`config.mk`:
```
export PLATFORM = sky130hd
export DESIGN_NAME = spike_rate_pulse_encoder_flat
export DESIGN_NICKNAME = d
export VERILOG_FILES = /design/src/rtl/spe_pkg.sv /design/src/rtl/spe_if.sv /design/src/rtl/spe_regs.sv /design/src/rtl/spe_div.sv /design/src/rtl/spe_dp.sv /design/src/rtl/spe_ctrl.sv /design/src/rtl/spike_rate_pulse_encoder.sv /design/src/flat_wrapper.sv
export SDC_FILE = /design/constraint.sdc
export NUM_CORES = 1
export LEC_CHECK = 0
export BUFFER_PORTS_ARGS = -buffer_cell sky130_fd_sc_hd__buf_4
export CAP_MARGIN = 0
export CORE_MARGIN = 2
export CORE_UTILIZATION = 45
export DETAILED_ROUTE_END_ITERATION = 8
export SLEW_MARGIN = 40
export SYNTH_ARGS = -nofsm -noshare
export SYNTH_HDL_FRONTEND = slang
export SYNTH_SLANG_ARGS = --single-unit
```
`constraint.sdc`:
```
create_clock -name clk -period 8.7 [get_ports clk]
set_input_delay 1.74 -clock clk [delete_from_list [all_inputs] [get_ports clk]]
set_output_delay 1.74 -clock clk [all_outputs]
set_load 0.05 [all_outputs]
```
`src/rtl/spe_pkg.sv`:
```
// Shared types, constants and helpers of the spike rate pulse encoder.
`default_nettype none

package spe_pkg;

	localparam int WIN_W    = 16;
	localparam int NUM_W    = WIN_W + 2;
	localparam int DEN_W    = WIN_W + 1;
	localparam int DIV_STEPS = NUM_W;
	localparam int CNT_W    = $clog2(DIV_STEPS + 1);
	localparam int ADDR_W   = 3;
	localparam int DATA_W   = 32;
	localparam logic [WIN_W-1:0] WINDOW_RST = WIN_W'(256);

	localparam logic REG_WINDOW = 1'b0;
	localparam logic REG_MODE   = 1'b1;

	typedef enum logic [1:0] {
		MODE_LINEAR = 2'd0,
		MODE_FAST   = 2'd1,
		MODE_ROUND  = 2'd2,
		MODE_DIFF   = 2'd3
	} mode_t;

	typedef enum logic [1:0] {
		PLAN_ZERO,
		PLAN_ONE,
		PLAN_REM,
		PLAN_INTERVAL
	} plan_t;

	typedef enum logic {
		SEL_PLAN,
		SEL_INTERVAL
	} div_sel_t;

	typedef enum logic [2:0] {
		ST_IDLE,
		ST_EVAL,
		ST_DIV_A,
		ST_WAIT_A,
		ST_DIV_B,
		ST_WAIT_B,
		ST_FIN
	} state_t;

	typedef struct packed {
		logic     load_in;
		logic     eval;
		logic     div_start;
		div_sel_t div_sel;
		logic     take_quot;
		logic     take_rem;
		logic     out_load;
	} cmd_t;

	typedef struct packed {
		plan_t plan;
		logic  two_div;
		logic  div_busy;
		logic  div_done;
	} status_t;

	function automatic logic [WIN_W-1:0] nz(input logic [WIN_W-1:0] d);
		nz = (d == '0) ? WIN_W'(1) : d;
	endfunction

endpackage

`default_nettype wire

```
`src/rtl/spe_if.sv`:
```
// Stream channels of the encoder: input sample beats and result beats.
`default_nettype none

interface spe_in_if;
	logic                          valid;
	logic                          ready;
	logic [spe_pkg::WIN_W-1:0]     step_pos;
	logic [spe_pkg::WIN_W-1:0]     sample_value;

	modport source (output valid, output step_pos, output sample_value, input ready);
	modport sink (input valid, input step_pos, input sample_value, output ready);
endinterface

interface spe_out_if;
	logic valid;
	logic ready;
	logic pulse;

	modport source (output valid, output pulse, input ready);
	modport sink (input valid, input pulse, output ready);
endinterface

`default_nettype wire

```
`src/rtl/spe_regs.sv`:
```
// APB configuration registers: sample window and mapping mode.
`default_nettype none

module spe_regs (
	input  wire logic                          clk,
	input  wire logic                          arst_n,
	input  wire logic                          psel,
	input  wire logic                          penable,
	input  wire logic                          pwrite,
	input  wire logic [spe_pkg::ADDR_W-1:0]    paddr,
	input  wire logic [spe_pkg::DATA_W-1:0]    pwdata,
	output logic      [spe_pkg::DATA_W-1:0]    prdata,
	output logic                               pready,
	output logic      [spe_pkg::WIN_W-1:0]     window,
	output spe_pkg::mode_t                     mode
);

	logic [spe_pkg::WIN_W-1:0] window_q;
	spe_pkg::mode_t            mode_q;
	logic                      wr_en;

	assign pready = 1'b1;
	assign wr_en  = psel && penable && pwrite;

	always_ff @(posedge clk or negedge arst_n) begin
		if (!arst_n) begin
			window_q <= spe_pkg::WINDOW_RST;
			mode_q   <= spe_pkg::MODE_LINEAR;
		end else if (wr_en) begin
			if (paddr[2] == spe_pkg::REG_WINDOW) begin
				window_q <= pwdata[spe_pkg::WIN_W-1:0];
			end else begin
				mode_q <= spe_pkg::mode_t'(pwdata[1:0]);
			end
		end
	end

	always_comb begin
		if (paddr[2] == spe_pkg::REG_MODE) begin
			prdata = {{(spe_pkg::DATA_W-2){1'b0}}, mode_q};
		end else begin
			prdata = {{(spe_pkg::DATA_W-spe_pkg::WIN_W){1'b0}}, window_q};
		end
	end

	assign window = window_q;
	assign mode   = mode_q;

endmodule

`default_nettype wire

```
`src/rtl/spe_div.sv`:
```
// Radix-2 restoring divider, one quotient bit per cycle.
`default_nettype none

module spe_div (
	input  wire logic                          clk,
	input  wire logic                          arst_n,
	input  wire logic                          start,
	input  wire logic [spe_pkg::NUM_W-1:0]     dividend,
	input  wire logic [spe_pkg::DEN_W-1:0]     divisor,
	output logic                               busy,
	output logic                               done,
	output logic      [spe_pkg::NUM_W-1:0]     quot,
	output logic      [spe_pkg::DEN_W-1:0]     rem
);

	logic [spe_pkg::CNT_W-1:0] cnt_q;
	logic                      done_q;
	logic [spe_pkg::NUM_W-1:0] quo_q;
	logic [spe_pkg::DEN_W-1:0] rem_q;
	logic [spe_pkg::DEN_W-1:0] den_q;
	logic [spe_pkg::NUM_W-1:0] trial;
	logic [spe_pkg::NUM_W-1:0] diff;
	logic                      fits;

	assign trial = {rem_q, quo_q[spe_pkg::NUM_W-1]};
	assign diff  = trial - {1'b0, den_q};
	assign fits  = trial >= {1'b0, den_q};

	always_ff @(posedge clk or negedge arst_n) begin
		if (!arst_n) begin
			cnt_q  <= '0;
			done_q <= 1'b0;
		end else begin
			done_q <= (cnt_q == spe_pkg::CNT_W'(1));
			if (start) begin
				cnt_q <= spe_pkg::CNT_W'(spe_pkg::DIV_STEPS);
			end else if (cnt_q != '0) begin
				cnt_q <= cnt_q - spe_pkg::CNT_W'(1);
			end
		end
	end

	always_ff @(posedge clk) begin
		if (start) begin
			quo_q <= dividend;
			rem_q <= '0;
			den_q <= divisor;
		end else if (cnt_q != '0) begin
			// shift in next dividend bit, subtract when it fits
			rem_q <= fits ? diff[spe_pkg::DEN_W-1:0] : trial[spe_pkg::DEN_W-1:0];
			quo_q <= {quo_q[spe_pkg::NUM_W-2:0], fits};
		end
	end

	assign busy = (cnt_q != '0);
	assign done = done_q;
	assign quot = quo_q;
	assign rem  = rem_q;

endmodule

`default_nettype wire

```
`src/rtl/spe_dp.sv`:
```
// Datapath: sample capture, mode decode, differential state, divider, result.
`default_nettype none

module spe_dp (
	input  wire logic                          clk,
	input  wire logic                          arst_n,
	input  wire spe_pkg::cmd_t                 cmd,
	output spe_pkg::status_t                   status,
	input  wire logic [spe_pkg::WIN_W-1:0]     window,
	input  wire spe_pkg::mode_t                mode,
	input  wire logic [spe_pkg::WIN_W-1:0]     step_pos,
	input  wire logic [spe_pkg::WIN_W-1:0]     sample_value,
	output logic                               pulse
);

	localparam int W = spe_pkg::WIN_W;

	logic [W-1:0]               step_q;
	logic [W-1:0]               val_q;
	logic [W-1:0]               last_value_q;
	logic [W-1:0]               last_window_q;
	spe_pkg::plan_t             plan_q;
	logic                       lower_q;
	logic [spe_pkg::NUM_W-1:0]  num_q;
	logic [spe_pkg::DEN_W-1:0]  den_q;
	logic [W-1:0]               interval_q;
	logic                       pulse_q;
	logic                       out_pulse_q;

	logic [W-1:0]               upper;
	logic [W-1:0]               lv_eff;
	logic [W-1:0]               change;
	logic [W-1:0]               rate1;
	logic [W-1:0]               divisor;
	logic                       below_half;
	logic                       out_of_range;
	spe_pkg::plan_t             plan;
	logic                       lower;
	logic [spe_pkg::NUM_W-1:0]  num;
	logic [spe_pkg::DEN_W-1:0]  den;

	logic                       div_busy;
	logic                       div_done;
	logic [spe_pkg::NUM_W-1:0]  div_num;
	logic [spe_pkg::DEN_W-1:0]  div_den;
	logic [spe_pkg::NUM_W-1:0]  quot;
	logic [spe_pkg::DEN_W-1:0]  rem;

	assign upper        = window - W'(1);
	assign out_of_range = val_q >= window;
	// a new window restarts the differential history from zero
	assign lv_eff       = (last_window_q != window) ? '0 : last_value_q;
	assign change       = (val_q > lv_eff) ? val_q - lv_eff : lv_eff - val_q;
	assign rate1        = ((window - change) >> 1) + W'(1);
	assign below_half   = val_q < (upper >> 1);
	assign divisor      = below_half ? val_q : upper - val_q;

	always_comb begin
		plan  = spe_pkg::PLAN_ZERO;
		lower = 1'b1;
		num   = {2'b00, step_q};
		den   = {1'b0, spe_pkg::nz(window - val_q)};
		if (out_of_range) begin
			plan = spe_pkg::PLAN_ZERO;
		end else if (mode == spe_pkg::MODE_LINEAR) begin
			plan = spe_pkg::PLAN_REM;
		end else if (mode == spe_pkg::MODE_DIFF && change != '0) begin
			plan = spe_pkg::PLAN_REM;
			den  = {1'b0, rate1};
		end else if (val_q == '0 || val_q >= upper) begin
			plan = spe_pkg::PLAN_ONE;
		end else begin
			plan  = spe_pkg::PLAN_INTERVAL;
			lower = below_half;
			if (mode == spe_pkg::MODE_ROUND) begin
				// round half up: (2*upper + d) / (2*d)
				num = {1'b0, upper, 1'b0} + {2'b00, divisor};
				den = {spe_pkg::nz(divisor), 1'b0};
			end else begin
				num = {2'b00, upper};
				den = {1'b0, spe_pkg::nz(divisor)};
			end
		end
	end

	always_ff @(posedge clk or negedge arst_n) begin
		if (!arst_n) begin
			last_value_q  <= '0;
			last_window_q <= '0;
		end else if (cmd.eval && !out_of_range && mode == spe_pkg::MODE_DIFF) begin
			last_value_q  <= val_q;
			last_window_q <= window;
		end
	end

	always_ff @(posedge clk) begin
		if (cmd.load_in) begin
			step_q <= step_pos;
			val_q  <= sample_value;
		end
		if (cmd.eval) begin
			plan_q  <= plan;
			lower_q <= lower;
			num_q   <= num;
			den_q   <= den;
			pulse_q <= (plan == spe_pkg::PLAN_ONE);
		end
		if (cmd.take_quot) begin
			interval_q <= spe_pkg::nz(quot[W-1:0]);
		end
		if (cmd.take_rem) begin
			pulse_q <= lower_q ? (rem == '0) : (rem != '0);
		end
		if (cmd.out_load) begin
			out_pulse_q <= pulse_q;
		end
	end

	always_comb begin
		if (cmd.div_sel == spe_pkg::SEL_INTERVAL) begin
			div_num = {2'b00, step_q};
			div_den = {1'b0, interval_q};
		end else begin
			div_num = num_q;
			div_den = den_q;
		end
	end

	spe_div u_div (
		.clk      (clk),
		.arst_n   (arst_n),
		.start    (cmd.div_start),
		.dividend (div_num),
		.divisor  (div_den),
		.busy     (div_busy),
		.done     (div_done),
		.quot     (quot),
		.rem      (rem)
	);

	assign status = spe_pkg::status_t'{
		plan:     plan,
		two_div:  (plan_q == spe_pkg::PLAN_INTERVAL),
		div_busy: div_busy,
		div_done: div_done
	};
	assign pulse = out_pulse_q;

endmodule

`default_nettype wire

```
`src/rtl/spe_ctrl.sv`:
```
// Controller: sequences capture, decode, up to two divisions and result load.
`default_nettype none

module spe_ctrl (
	input  wire logic                 clk,
	input  wire logic                 arst_n,
	input  wire logic                 in_valid,
	output logic                      in_ready,
	output logic                      out_valid,
	input  wire logic                 out_ready,
	input  wire spe_pkg::status_t     status,
	output spe_pkg::cmd_t             cmd
);

	spe_pkg::state_t state_q;
	spe_pkg::state_t state_d;
	logic            out_valid_q;
	logic            out_free;

	assign out_free = !out_valid_q || out_ready;

	always_comb begin
		state_d = state_q;
		case (state_q)
			spe_pkg::ST_IDLE: begin
				if (in_valid) state_d = spe_pkg::ST_EVAL;
			end
			spe_pkg::ST_EVAL: begin
				if (status.plan == spe_pkg::PLAN_ZERO || status.plan == spe_pkg::PLAN_ONE) begin
					state_d = spe_pkg::ST_FIN;
				end else begin
					state_d = spe_pkg::ST_DIV_A;
				end
			end
			spe_pkg::ST_DIV_A: state_d = spe_pkg::ST_WAIT_A;
			spe_pkg::ST_WAIT_A: begin
				if (status.div_done) begin
					state_d = status.two_div ? spe_pkg::ST_DIV_B : spe_pkg::ST_FIN;
				end
			end
			spe_pkg::ST_DIV_B: state_d = spe_pkg::ST_WAIT_B;
			spe_pkg::ST_WAIT_B: begin
				if (status.div_done) state_d = spe_pkg::ST_FIN;
			end
			spe_pkg::ST_FIN: begin
				if (out_free) state_d = spe_pkg::ST_IDLE;
			end
			default: state_d = spe_pkg::ST_IDLE;
		endcase
	end

	always_comb begin
		cmd      = '0;
		in_ready = 1'b0;
		case (state_q)
			spe_pkg::ST_IDLE: begin
				in_ready    = 1'b1;
				cmd.load_in = in_valid;
			end
			spe_pkg::ST_EVAL: cmd.eval = 1'b1;
			spe_pkg::ST_DIV_A: begin
				cmd.div_start = 1'b1;
				cmd.div_sel   = spe_pkg::SEL_PLAN;
			end
			spe_pkg::ST_WAIT_A: begin
				cmd.take_quot = status.div_done && status.two_div;
				cmd.take_rem  = status.div_done && !status.two_div;
			end
			spe_pkg::ST_DIV_B: begin
				cmd.div_start = 1'b1;
				cmd.div_sel   = spe_pkg::SEL_INTERVAL;
			end
			spe_pkg::ST_WAIT_B: cmd.take_rem = status.div_done;
			spe_pkg::ST_FIN:    cmd.out_load = out_free;
			default: cmd = '0;
		endcase
	end

	always_ff @(posedge clk or negedge arst_n) begin
		if (!arst_n) begin
			state_q     <= spe_pkg::ST_IDLE;
			out_valid_q <= 1'b0;
		end else begin
			state_q <= state_d;
			if (cmd.out_load) begin
				out_valid_q <= 1'b1;
			end else if (out_ready) begin
				out_valid_q <= 1'b0;
			end
		end
	end

	assign out_valid = out_valid_q;

endmodule

`default_nettype wire

```
`src/rtl/spike_rate_pulse_encoder.sv`:
```
// Top level of the spike rate pulse encoder: registers, controller, datapath.
`default_nettype none

// One sample beat gives one pulse beat. Linear and differential beats with a
// change take one division; proportional beats that need an interval take
// two divisions; out-of-window values and the proportional end cases take
// none, and all divisions run on the single shared radix-2 divider.
// A result waits in the output register while the next sample is accepted.
// Write the window and mode registers only while no beat is in flight.
module spike_rate_pulse_encoder (
	input  wire logic                          clk,
	input  wire logic                          arst_n,
	spe_in_if.sink                             sample,
	spe_out_if.source                          result,
	input  wire logic                          psel,
	input  wire logic                          penable,
	input  wire logic                          pwrite,
	input  wire logic [spe_pkg::ADDR_W-1:0]    paddr,
	input  wire logic [spe_pkg::DATA_W-1:0]    pwdata,
	output logic      [spe_pkg::DATA_W-1:0]    prdata,
	output logic                               pready
);

	logic [spe_pkg::WIN_W-1:0] window;
	spe_pkg::mode_t            mode;
	spe_pkg::cmd_t             cmd;
	spe_pkg::status_t          status;
	logic                      pulse;
	logic                      in_ready;
	logic                      out_valid;

	spe_regs u_regs (
		.clk     (clk),
		.arst_n  (arst_n),
		.psel    (psel),
		.penable (penable),
		.pwrite  (pwrite),
		.paddr   (paddr),
		.pwdata  (pwdata),
		.prdata  (prdata),
		.pready  (pready),
		.window  (window),
		.mode    (mode)
	);

	spe_ctrl u_ctrl (
		.clk       (clk),
		.arst_n    (arst_n),
		.in_valid  (sample.valid),
		.in_ready  (in_ready),
		.out_valid (out_valid),
		.out_ready (result.ready),
		.status    (status),
		.cmd       (cmd)
	);

	spe_dp u_dp (
		.clk          (clk),
		.arst_n       (arst_n),
		.cmd          (cmd),
		.status       (status),
		.window       (window),
		.mode         (mode),
		.step_pos     (sample.step_pos),
		.sample_value (sample.sample_value),
		.pulse        (pulse)
	);

	assign sample.ready = in_ready;
	assign result.valid = out_valid;
	assign result.pulse = pulse;

	a_start_idle: assert property (@(posedge clk) disable iff (!arst_n)
		cmd.div_start |-> !status.div_busy)
		else $error("divider started while busy");

	a_no_overwrite: assert property (@(posedge clk) disable iff (!arst_n)
		cmd.out_load |-> (!result.valid || result.ready))
		else $error("pending result overwritten");

	a_one_in_flight: assert property (@(posedge clk) disable iff (!arst_n)
		(sample.valid && sample.ready) |=> !sample.ready)
		else $error("second beat taken while one is in work");

	a_done_after_start: assert property (@(posedge clk) disable iff (!arst_n)
		status.div_done |-> !cmd.div_start)
		else $error("division done and start in the same cycle");

endmodule

`default_nettype wire

```
`src/flat_wrapper.sv`:
```
// flat-port wrapper written by rule: the top's interface ports become plain ports
module spike_rate_pulse_encoder_flat 
  (clk, arst_n, psel, penable, pwrite, paddr, pwdata, prdata, pready, sample_valid, sample_step_pos, sample_sample_value, sample_ready, result_valid, result_pulse, result_ready);
  spe_in_if sample_i ();
  spe_out_if result_i ();
  input  wire logic clk;
  input  wire logic arst_n;
  input  wire logic psel;
  input  wire logic penable;
  input  wire logic pwrite;
  input  wire logic [spe_pkg::ADDR_W-1:0] paddr;
  input  wire logic [spe_pkg::DATA_W-1:0] pwdata;
  output logic      [spe_pkg::DATA_W-1:0] prdata;
  output logic pready;
  input wire logic [$bits(sample_i.valid)-1:0] sample_valid;
  input wire logic [$bits(sample_i.step_pos)-1:0] sample_step_pos;
  input wire logic [$bits(sample_i.sample_value)-1:0] sample_sample_value;
  output wire logic [$bits(sample_i.ready)-1:0] sample_ready;
  output wire logic [$bits(result_i.valid)-1:0] result_valid;
  output wire logic [$bits(result_i.pulse)-1:0] result_pulse;
  input wire logic [$bits(result_i.ready)-1:0] result_ready;
  assign sample_i.valid = sample_valid;
  assign sample_i.step_pos = sample_step_pos;
  assign sample_i.sample_value = sample_sample_value;
  assign sample_ready = sample_i.ready;
  assign result_valid = result_i.valid;
  assign result_pulse = result_i.pulse;
  assign result_i.ready = result_ready;
  spike_rate_pulse_encoder u_core (.clk(clk), .arst_n(arst_n), .sample(sample_i), .result(result_i), .psel(psel), .penable(penable), .pwrite(pwrite), .paddr(paddr), .pwdata(pwdata), .prdata(prdata), .pready(pready));
endmodule
```
==> impl_metrics.json <==
{
  "normalized_max_slew_margin": 0.404,
  "data_required_time_of_the_worst_path_ns": 8.86,
  "start_util": 0.456,
  "grt_overflow_total": 0,
  "postSynthRegisterBits": 200,
  "status": "completed",
  "floorplan.die_area_sq_um": 36400,
  "postSynth.topFlopCell": "sky130_fd_sc_hd__edfxtp_1",
  "worst_setup_path_end_kind": "flip-flop",
  "number_of_resized_instances_in_the_post_cts_repair_step": 0,
  "post_cts_buffers": 0,
  "clk_path_buf_depth": 2,
  "synth_cell_types": 93,
  "post_synth_instance_area_sq_um": 15700,
  "synth-edff-count": 123,
  "synth_async_sr_flop_share": 0.300,
  "min_path_type": "reg -> reg",
  "critical_path.reg2reg.endpoint": "u_core.u_dp.den_q[12]",
  "vdd_ir_max_mv": 0.193,
  "critPathLaunchType": "flip-flop",
  "core.rowCount": 68,
  "maximum_number_of_pins_on_one_net_before_global_route_repair": 52,
  "synth.yosys.warnings": 0,
  "grt_first_pass_wirelength_microns": 69500,
  "post-synth-top-area-cell": "sky130_fd_sc_hd__edfxtp_1",
  "power.leakage_nw": 7.33,
  "critical_path_peak_fanout": 16,
  "floorplan.die.height_microns": 191,
  "reg2reg_slack_ns": 1.22,
  "hold_viol_final": 0,
  "num_vias": 12700,
  "drt-initial-drc-count": 954,
  "clkTransAtPathRegs_ns": 0.08,
  "synth_most_common_cell": "sky130_fd_sc_hd__nand2_1",
  "cell_depth_of_the_worst_flop_to_flop_path": 26,
  "clock_insertion_delay_worst_skew_ns": 0.46,
  "synth.avg_cell_area_sq_um": 9.17,
  "detailedRoute.firstPassIterationCount": 5,
  "final_cell_area_sq_um": 17300,
  "antenna_found_initial": 0,
  "grt_pass1_vias": 12400,
  "post_synth_most_frequent_cells": "142 x sky130_fd_sc_hd__nand2_1, 125 x sky130_fd_sc_hd__ha_1, 125 x sky130_fd_sc_hd__nor2_1, 123 x sky130_fd_sc_hd__edfxtp_1, 119 x sky130_fd_sc_hd__inv_1",
  "timing.fmax_mhz": 134,
  "drc": 0,
  "yosysSeqAreaShare": 0.353,
  "setup_total_negative_slack_ns": 0,
  "max_slew.worst_pin.slew_ns": 0.888,
  "numClockSinks": 200,
  "wire_per_inst_microns": 19.9,
  "final_util": 0.502,
  "areaGrowthSynthToFinish_pct": 10.1,
  "critPathKind": "reg -> reg",
  "num-nets-final": 1951,
  "hold_depth": 0,
  "finalPower_mw": 5.60,
  "setup_viol": 0,
  "cellPowerDensity_nw_per_um2": 324,
  "yosys.area.top_type_share": 0.235,
  "cts-buffers-inserted": 17,
  "num_antenna_cells": 0,
  "clock_period_minus_worst_slack_ns": 7.48,
  "layout-drive-gt1-share": 0.140,
  "synth.top_cells.by_area": "sky130_fd_sc_hd__edfxtp_1 24%, sky130_fd_sc_hd__ha_1 10%, sky130_fd_sc_hd__dfrtp_1 9.4%",
  "cts-htree-levels": 4,
  "worst_clock_skew_ns": 0.00981,
  "port_buffers": 74,
  "grt_setup_unrepaired": "no",
  "critical_path.reg2reg.startpoint": "u_core.u_regs.window[2]",
  "timing.max_cap.violations": 0,
  "die-width_microns": 191,
  "routed_wl_microns": 44000,
  "global_route.usage.total": 0.248,
  "top_level_ports": 110,
  "cts_hold_buffers": 0,
  "core_area_sq_um": 34500,
  "cp.arrival_ns": 7.64,
  "tritoncts": "built",
  "max_slew_vio_count": 0,
  "post_synth_inst_count": 1712,
  "layout_worst_path_cycle_share": 0.860,
  "min-delay-start": "u_core.u_dp.pulse_q",
  "via_per_inst": 5.71,
  "hpwlAfterDp_microns": 34400,
  "final_antenna_net_count": 0,
  "postPlaceCellArea_sq_um": 16700,
  "min_delay_worst_endpoint": "u_core.u_dp.pulse",
  "root_buffer": "sky130_fd_sc_hd__clkbuf_16",
  "finalWeightedCongestion": 0.970
}
[worst max path at each step]
| stage | from | endpoint | slack [ns] | cells past startpoint |
|---|---|---|---|---|
| after floorplan | u_core.u_regs.window[5] | u_core.u_dp.den_q[14] | 1.90 | 32 |
| after global placement | u_core.u_regs.window[2] | u_core.u_dp.den_q[12] | 1.35 | 29 |
| after detailed placement | u_core.u_regs.window[2] | u_core.u_dp.den_q[12] | 1.31 | 29 |
| after CTS | u_core.u_regs.window[2] | u_core.u_dp.den_q[12] | 1.27 | 29 |
| after global routing | u_core.u_regs.window[2] | u_core.u_dp.den_q[12] | 0.54 | 26 |
| final | u_core.u_regs.window[2] | u_core.u_dp.den_q[12] | 1.22 | 26 |
[critical path: stages, from the launching register on]
cell,delay (ns)
sky130_fd_sc_hd__dfrtp_1,0.56
sky130_fd_sc_hd__xnor2_1,0.31
sky130_fd_sc_hd__nand4_1,0.14
sky130_fd_sc_hd__nor4_2,0.28
sky130_fd_sc_hd__buf_4,0.29
sky130_fd_sc_hd__nand2_1,0.11
sky130_fd_sc_hd__ha_1,0.53
sky130_fd_sc_hd__nand2_1,0.15
sky130_fd_sc_hd__o21a_1,0.26
sky130_fd_sc_hd__o21ai_1,0.42
sky130_fd_sc_hd__a21o_1,0.23
sky130_fd_sc_hd__nand2_2,0.26
sky130_fd_sc_hd__nor3b_1,0.27
sky130_fd_sc_hd__a31oi_1,0.07
sky130_fd_sc_hd__xor2_1,0.28
sky130_fd_sc_hd__inv_1,0.08
sky130_fd_sc_hd__ha_1,0.50
sky130_fd_sc_hd__nand3_1,0.11
sky130_fd_sc_hd__o21ai_1,0.26
sky130_fd_sc_hd__or3_1,0.19
sky130_fd_sc_hd__o2111ai_1,0.23
sky130_fd_sc_hd__a21oi_1,0.50
sky130_fd_sc_hd__o22ai_1,0.24
sky130_fd_sc_hd__o311ai_4,0.33
sky130_fd_sc_hd__nor2_1,0.11
sky130_fd_sc_hd__xor2_1,0.22
sky130_fd_sc_hd__o221ai_1,0.20
[cells in the final DEF (no fill, tap or decap), types with 11 or more instances in the layout]
cell	netlist	layout
sky130_fd_sc_hd__dfxtp_1	17	17
sky130_fd_sc_hd__inv_1	119	119
sky130_fd_sc_hd__o21a_1	17	16
sky130_fd_sc_hd__xor2_1	35	35
sky130_fd_sc_hd__nor2_1	125	124
sky130_fd_sc_hd__mux2_2	56	56
sky130_fd_sc_hd__a21o_1	45	44
sky130_fd_sc_hd__or3_1	12	12
sky130_fd_sc_hd__nand3_1	27	27
sky130_fd_sc_hd__clkbuf_16	0	17
sky130_fd_sc_hd__nand2_1	142	140
sky130_fd_sc_hd__ha_1	125	125
sky130_fd_sc_hd__o21ai_0	107	106
sky130_fd_sc_hd__nand2b_1	13	12
sky130_fd_sc_hd__o221ai_1	11	11
sky130_fd_sc_hd__conb_1	2	17
sky130_fd_sc_hd__nor4_1	17	16
sky130_fd_sc_hd__a31oi_1	13	13
sky130_fd_sc_hd__a211oi_1	22	22
sky130_fd_sc_hd__a21oi_1	112	112
sky130_fd_sc_hd__nor2b_1	35	33
sky130_fd_sc_hd__edfxtp_1	123	123
sky130_fd_sc_hd__nor3_1	42	40
sky130_fd_sc_hd__mux2i_1	41	41
sky130_fd_sc_hd__buf_4	22	100
sky130_fd_sc_hd__dfrtp_1	59	59
sky130_fd_sc_hd__xnor2_1	82	82
sky130_fd_sc_hd__nand4_1	25	25
[final cells by class]
cell class                      instances  area [sq um]
Fill cell                            3249         17200
Multi-Input combinational cell       1305          9340
Sequential cell                       200          5540
Timing Repair Buffer                  102           786
Tap cell                              455           569
Inverter                              120           450
Clock buffer                           19           433
Clock inverter                         13           178
[state kept, by name, indices dropped and copies added, names as in the netlist]
name,count
u_core.u_dp.pulse,1
u_core.u_dp.plan_q,2
u_core.u_dp.last_window_q,16
u_core.u_dp.u_div.den_q,17
u_core.u_dp.u_div.quot,18
u_core.u_dp.step_q,16
u_core.u_ctrl.state_q,3
u_core.u_dp.u_div.done,1
u_core.u_dp.num_q,18
u_core.u_dp.u_div.rem,17
u_core.u_regs.window,16
u_core.u_dp.interval_q,16
u_core.u_dp.val_q,16
u_core.u_dp.last_value_q,16
u_core.u_dp.den_q,17
u_core.u_dp.lower_q,1
u_core.u_regs.mode,2
u_core.u_dp.pulse_q,1
u_core.u_dp.u_div.cnt_q,5
u_core.u_ctrl.out_valid,1
[per-stage QoR]
step                      hold WS [ns]  setup slack [ns]  instances
after floorplan                  0.400              1.90       1727
after global placement           0.435              1.35       2178
after detailed placement         0.444              1.31       2182
after CTS                        0.461              1.27       2214
after global routing             0.481             0.543       2214
final                            0.467              1.22       2214
[routing by layer]
metal	global-route usage	wire (microns)	part of all wire	vias to the layer above
met4	0.0790	1140	0.026	0
met1	0.339	20500	0.47	6040
met2	0.396	20000	0.45	330
met5	0	0	0	-
met3	0.0484	2360	0.054	65
li1	-	-	-	6218
[where the power goes]
group	switching (mW)	internal (mW)
Sequential	0.206	1.37
Combinational	1.90	1.29
Clock	0.403	0.440
Total	2.51	3.09
[cells by family after synthesis]
| group | Yosys count | share of synthesized area |
|---|---|---|
| and+or+nand+nor | 495 | 0.158 |
| AOI/OAI and AO/OA | 445 | 0.188 |
| buffers and inverters | 222 | 0.0590 |
| DFF | 200 | 0.353 |
| adders and majority gates | 131 | 0.107 |
| xor gates and xnor gates | 117 | 0.0652 |
| muxes | 100 | 0.0691 |
| other | 2 | 0.000478 |
No activity file was read; power rests on OpenSTA's default activity.
